**src/hdl/bpr_pkg.sv**
```systemverilog
// Shared types and constants for the bitmap pixel to RGBA converter.
// No dependencies; every other file but bpr_ram imports this package.
`timescale 1ns / 1ps

package bpr_pkg;

  typedef struct packed {
    logic       cmd;
    logic [7:0] raw_byte;
    logic       row_last;
    logic [7:0] pal_index;
    logic [7:0] pal_red;
    logic [7:0] pal_green;
    logic [7:0] pal_blue;
  } in_t;

  typedef struct packed {
    logic [7:0] red;
    logic [7:0] green;
    logic [7:0] blue;
    logic [7:0] alpha;
    logic       row_end;
    logic       last;
  } out_t;

  // register indexes
  localparam logic [2:0] CFG_PIXEL_BITS    = 3'd0;
  localparam logic [2:0] CFG_ROW_WIDTH     = 3'd1;
  localparam logic [2:0] CFG_MASK_R        = 3'd2;
  localparam logic [2:0] CFG_MASK_G        = 3'd3;
  localparam logic [2:0] CFG_MASK_B        = 3'd4;
  localparam logic [2:0] CFG_MASK_A        = 3'd5;
  localparam logic [2:0] CFG_PALETTE_COUNT = 3'd6;

  // command codes
  localparam logic CMD_PIXEL   = 1'b0;
  localparam logic CMD_PALETTE = 1'b1;

  // pixel formats
  localparam logic [5:0] BPP_1  = 6'd1;
  localparam logic [5:0] BPP_4  = 6'd4;
  localparam logic [5:0] BPP_8  = 6'd8;
  localparam logic [5:0] BPP_16 = 6'd16;
  localparam logic [5:0] BPP_24 = 6'd24;
  localparam logic [5:0] BPP_32 = 6'd32;

  localparam logic [14:0] MAX_ROW_WIDTH = 15'd16384;

  localparam logic [31:0] DEF_MASK_R = 32'h00ff0000;
  localparam logic [31:0] DEF_MASK_G = 32'h0000ff00;
  localparam logic [31:0] DEF_MASK_B = 32'h000000ff;

  localparam logic [7:0] ALPHA_OPAQUE = 8'd255;

endpackage

```
**src/hdl/bpr_scale.sv**
```systemverilog
// Bitfield channel scaler: mask, shift down, then value*255/(2^k-1), low 8 bits.
// Iterative: one shift, count or quotient bit per cycle. Uses bpr_pkg.
`timescale 1ns / 1ps

module bpr_scale
  import bpr_pkg::*;
(
  input  logic        clk,
  input  logic        rst_n,
  input  logic        start,
  input  logic [31:0] word,
  input  logic [31:0] mask,
  input  logic        is_alpha,
  output logic        done,
  output logic [7:0]  result
);

  localparam logic [1:0] SC_IDLE  = 2'd0;
  localparam logic [1:0] SC_SHIFT = 2'd1;
  localparam logic [1:0] SC_COUNT = 2'd2;
  localparam logic [1:0] SC_DIV   = 2'd3;

  logic [1:0]  state_r, state_nxt;
  logic [31:0] m_r, m_nxt;
  logic [31:0] w_r, w_nxt;
  logic [5:0]  k_r, k_nxt;
  logic [39:0] n_r, n_nxt;
  logic [32:0] den_r, den_nxt;
  logic [32:0] rem_r, rem_nxt;
  logic [7:0]  q_r, q_nxt;
  logic [5:0]  cnt_r, cnt_nxt;
  logic        done_r, done_nxt;
  logic [7:0]  result_r, result_nxt;
  logic [33:0] trial;
  logic        ge;

  assign trial = {rem_r, n_r[39]};
  assign ge    = trial >= {1'b0, den_r};

  always_comb begin
    state_nxt  = state_r;
    m_nxt      = m_r;
    w_nxt      = w_r;
    k_nxt      = k_r;
    n_nxt      = n_r;
    den_nxt    = den_r;
    rem_nxt    = rem_r;
    q_nxt      = q_r;
    cnt_nxt    = cnt_r;
    done_nxt   = 1'b0;
    result_nxt = result_r;
    case (state_r)
      SC_IDLE: begin
        if (start) begin
          if (mask == 32'd0) begin
            result_nxt = is_alpha ? ALPHA_OPAQUE : 8'd0;
            done_nxt   = 1'b1;
          end else begin
            m_nxt     = mask;
            w_nxt     = word & mask;
            state_nxt = SC_SHIFT;
          end
        end
      end
      SC_SHIFT: begin
        // drop trailing zeros of the mask
        if (m_r[0]) begin
          k_nxt     = 6'd0;
          state_nxt = SC_COUNT;
        end else begin
          m_nxt = m_r >> 1;
          w_nxt = w_r >> 1;
        end
      end
      SC_COUNT: begin
        // count the run of ones at the bottom
        if (m_r[0]) begin
          m_nxt = m_r >> 1;
          k_nxt = k_r + 6'd1;
        end else begin
          n_nxt     = {w_r, 8'd0} - {8'd0, w_r};
          den_nxt   = (33'd1 << k_r) - 33'd1;
          rem_nxt   = 33'd0;
          q_nxt     = 8'd0;
          cnt_nxt   = 6'd0;
          state_nxt = SC_DIV;
        end
      end
      SC_DIV: begin
        rem_nxt = ge ? 33'(trial - {1'b0, den_r}) : trial[32:0];
        q_nxt   = {q_r[6:0], ge};
        n_nxt   = n_r << 1;
        cnt_nxt = cnt_r + 6'd1;
        if (cnt_r == 6'd39) begin
          result_nxt = q_nxt;
          done_nxt   = 1'b1;
          state_nxt  = SC_IDLE;
        end
      end
      default: state_nxt = SC_IDLE;
    endcase
  end

  always_ff @(posedge clk) begin
    if (!rst_n) begin
      state_r <= SC_IDLE;
      done_r  <= 1'b0;
    end else begin
      state_r <= state_nxt;
      done_r  <= done_nxt;
    end
    m_r      <= m_nxt;
    w_r      <= w_nxt;
    k_r      <= k_nxt;
    n_r      <= n_nxt;
    den_r    <= den_nxt;
    rem_r    <= rem_nxt;
    q_r      <= q_nxt;
    cnt_r    <= cnt_nxt;
    result_r <= result_nxt;
  end

  assign done   = done_r;
  assign result = result_r;

endmodule

```
**config.mk**
```make
export PLATFORM = sky130hd
export DESIGN_NAME = bpr_scale
export DESIGN_NICKNAME = d
export VERILOG_FILES = /design/src/hdl/bpr_pkg.sv /design/src/hdl/bpr_scale.sv
export SDC_FILE = /design/constraint.sdc
export NUM_CORES = 1
export LEC_CHECK = 0
export BUFFER_PORTS_ARGS = -buffer_cell sky130_fd_sc_hd__buf_4
export CAP_MARGIN = 20
export CORE_MARGIN = 5
export CORE_UTILIZATION = 30
export DETAILED_ROUTE_END_ITERATION = 16
export GPL_ROUTABILITY_DRIVEN = 0
export MAX_ROUTING_LAYER = met4
export PLACE_DENSITY = 0.48
export SYNTH_ARGS = -nofsm -noshare
export SYNTH_HDL_FRONTEND = slang
export SYNTH_SLANG_ARGS = --single-unit
```
**constraint.sdc**
```tcl
create_clock -name clk -period 7.7 [get_ports clk]
set_input_delay 0.385 -clock clk [delete_from_list [all_inputs] [get_ports clk]]
set_output_delay 0.385 -clock clk [all_outputs]
set_load 0.1 [all_outputs]
```
==> reports/results.ini <==
[global_route]
grt_pass1_vias = 10150
grt_max_degree = 93
grt_pass1_wl_um = 55200
grt_use_total_pct = 14.9
antenna_found_initial = 0
grt.overflow.total = 0

[clock_network]
ctsHoldBuffers = 0
htree_num_levels = 4
cts_sinks = 200
cts_buffers = 17
clk_latency_ns = 0.48
clkTransAtPathRegs_ns = 0.08
cts_resized = 0
cts-root-buf = clkbuf_16
cts_buffer_depth = 2
post_cts_buffers = 0
cts_tree = done

[yosys]
syn_avg_cell_area_um2 = 9.12
synth_nets = 1578
yosys-top-cells-area = edfxtp_1 45%, nand2_1 7.5%, ha_1 6.7%
synth.cell_area_um2 = 13100
yosysTopAreaCell = edfxtp_1
yosysWarnings = 0
synthTopCellsByCount = 262 x nand2_1, 197 x edfxtp_1, 138 x o21ai_0, 113 x inv_1, 93 x a21oi_1
synth_top_area_share_pct = 45.1
ys_types = 83
synth_flop_cell = edfxtp_1
synthMostInstantiatedCell = nand2_1
syn_inst = 1439
synth_edf_count = 197
yosysSeqAreaShare_pct = 45.6
async_flop_share_pct = 0
synth_seq_cells = 200

[drt]
via_per_inst = 5.02
firstDrtPassIters = 6
wl_um = 34200
vias = 10411
drc = 0
drt_iter0_drc = 763
wl_per_cell_um = 16.5
route.antenna.remaining_nets = 0

[finish]
nFillCells = 4524
antenna_cells = 0
utilization_pct = 34.4
syn_to_final_growth_pct = 13.1
nets = 1615
drive_above_1_share_pct = 9.94
final_area_um2 = 14800

[worst_setup_path]
max_stage_delay_ns = 0.80
end_kind = flop
worst-path-buf-inv = 2
critPathLaunchType = flop
crit_chain = inv_1 -> ha_1 -> nor4_1 -> o21ai_0 -> a21boi_2 -> and2b_1 -> inv_1 -> or3_1 -> xnor2_1
r2r-end = den_r[29]
path_max_fanout = 23
cp.required_ns = 7.93
rr_worst_depth = 9
path_delay_family = simple AND/OR/NAND/NOR gates
critPathArrivalTime_ns = 3.99
cpMostUsedCell = inv_1
cp.depth = 9
critPathSlowestCell = edfxtp_1
reg2reg_from = k_r[2]
crit_type = flop to flop
r2r_slack_ns = 3.94

[timing]
maxSlewHeadroom_pct = 36.5
finalHoldViolCount = 0
fin_crit_ns = 3.76
fin_tns_setup_ns = 0
drv_slew = 0
fmax_mhz = 266
worst_pin_slew_ns = 0.928
hold_slack_ns = 0.138
fin_crit_sh_pct = 48.8
setup_viol = 0
fin_skew_ns = 0.0138
grt_setup_unrepaired = false

[floorplan]
row_count = 76
core_um2 = 43200
dieArea_um2 = 48000
pin_count = 77
initial_core_util_pct = 30.4
die_h_um = 219
die_w_um = 219

[placement]
io_buffers = 76
post-dp-hpwl_um = 25000
placed_area_um2 = 14300

[pwr]
power.internal_w = 0.00350
power_leakage_nw = 5.77
seqPwrFrac_pct = 34.4
pwr-share-clk_pct = 14.5
power_density_nw_per_um2 = 418
p_sw_share_pct = 43.6
switching_power_w = 0.00271
ir_worst_vdd_mv = 0.173
combPwrFrac_pct = 51.1

[outcome]
status = finished, final reports clean

[min_path]
hold_depth = 2
min_to = state_r[1]
hp-start = rst_n
hold_path_class = input pin to flop

[job]
drv_cap = 0

state kept, by name, indices dropped and copies added (netlist names), 6 cells and up:
signal / flops
m_r: 32
result: 8
cnt_r: 6
k_r: 6
w_r: 32
q_r: 7
den_r: 33
rem_r: 33
n_r: 40
kinds of logic after synthesis:
logic type	after synthesis	synth area share, %
and+or+nand+nor	522	18.4
buffers and inverters	183	5.49
xor gates and xnor gates	69	4.61
DFF	200	45.6
AOI/OAI and AO/OA	384	18.4
muxes	10	0.792
adders and majority gates	71	6.83
how the worst max path moves through the flow:
stage          slack [ns]       start         to
6_report             3.94      k_r[2]  den_r[29]
5_1_grt              3.59      k_r[2]  den_r[29]
4_1_cts              3.99      k_r[2]  den_r[29]
3_5_place_dp         4.01      k_r[2]  den_r[29]
3_3_place_gp         4.05      k_r[2]  den_r[28]
2_1_floorplan        0.81  state_r[0]    m_r[10]
layout make-up:
class,count,area [um2],area share (%)
multi-input combinational,1056,6470,43.6
tap,585,732,4.93
timing repair buffer,87,669,4.51
clock buffer,17,425,2.87
inverter,114,428,2.88
clock inverter,15,143,0.961
sequential,200,5980,40.3
per-layer routing:
| metal | part of all wire, % | vias up | GRT usage [%] |
|---|---|---|---|
| met5 | 0 | - | - |
| met4 | 1.8 | 0 | 4.92 |
| met3 | 4.5 | 41 | 2.80 |
| met2 | 43 | 274 | 21.4 |
| met1 | 51 | 4890 | 21.2 |
| li1 | - | 5206 | - |
per-stage QoR:
stage / power [W] / cells / setup WS [ns]
after floorplan: 0.00450 / 1439 / 0.807
after global placement: 0.00529 / 2040 / 4.05
after detailed placement: 0.00532 / 2041 / 4.01
after CTS: 0.00626 / 2073 / 3.99
after global routing: 0.00673 / 2074 / 3.59
final: 0.00620 / 2074 / 3.94
power groups by stage:
stage / Sequential, W / Clock (W) / Combinational, W
3_3_place_gp: 0.00215 / 0 / 0.00315
6_report: 0.00213 / 0.000900 / 0.00317
3_5_place_dp: 0.00216 / 0 / 0.00317
2_1_floorplan: 0.00206 / 0 / 0.00243
4_1_cts: 0.00214 / 0.000940 / 0.00318
5_1_grt: 0.00218 / 0.000980 / 0.00357
layout by cell type, fill, tap and decap left out, types with 12 or more instances in the layout:
cell type  count
a211oi_1      12
a21o_1        34
a21oi_1       92
and2_1        14
and3_1        12
buf_4         85
clkbuf_16     17
edfxtp_1     197
ha_1          68
inv_1        112
nand2_1      262
nand3_1       32
nand4_1       18
nor2_1        80
nor2b_1       23
nor3_1        19
nor4_1        15
o21ai_0      138
xnor2_1       43
xor2_1        26
(Power assumes the default switching activity.)
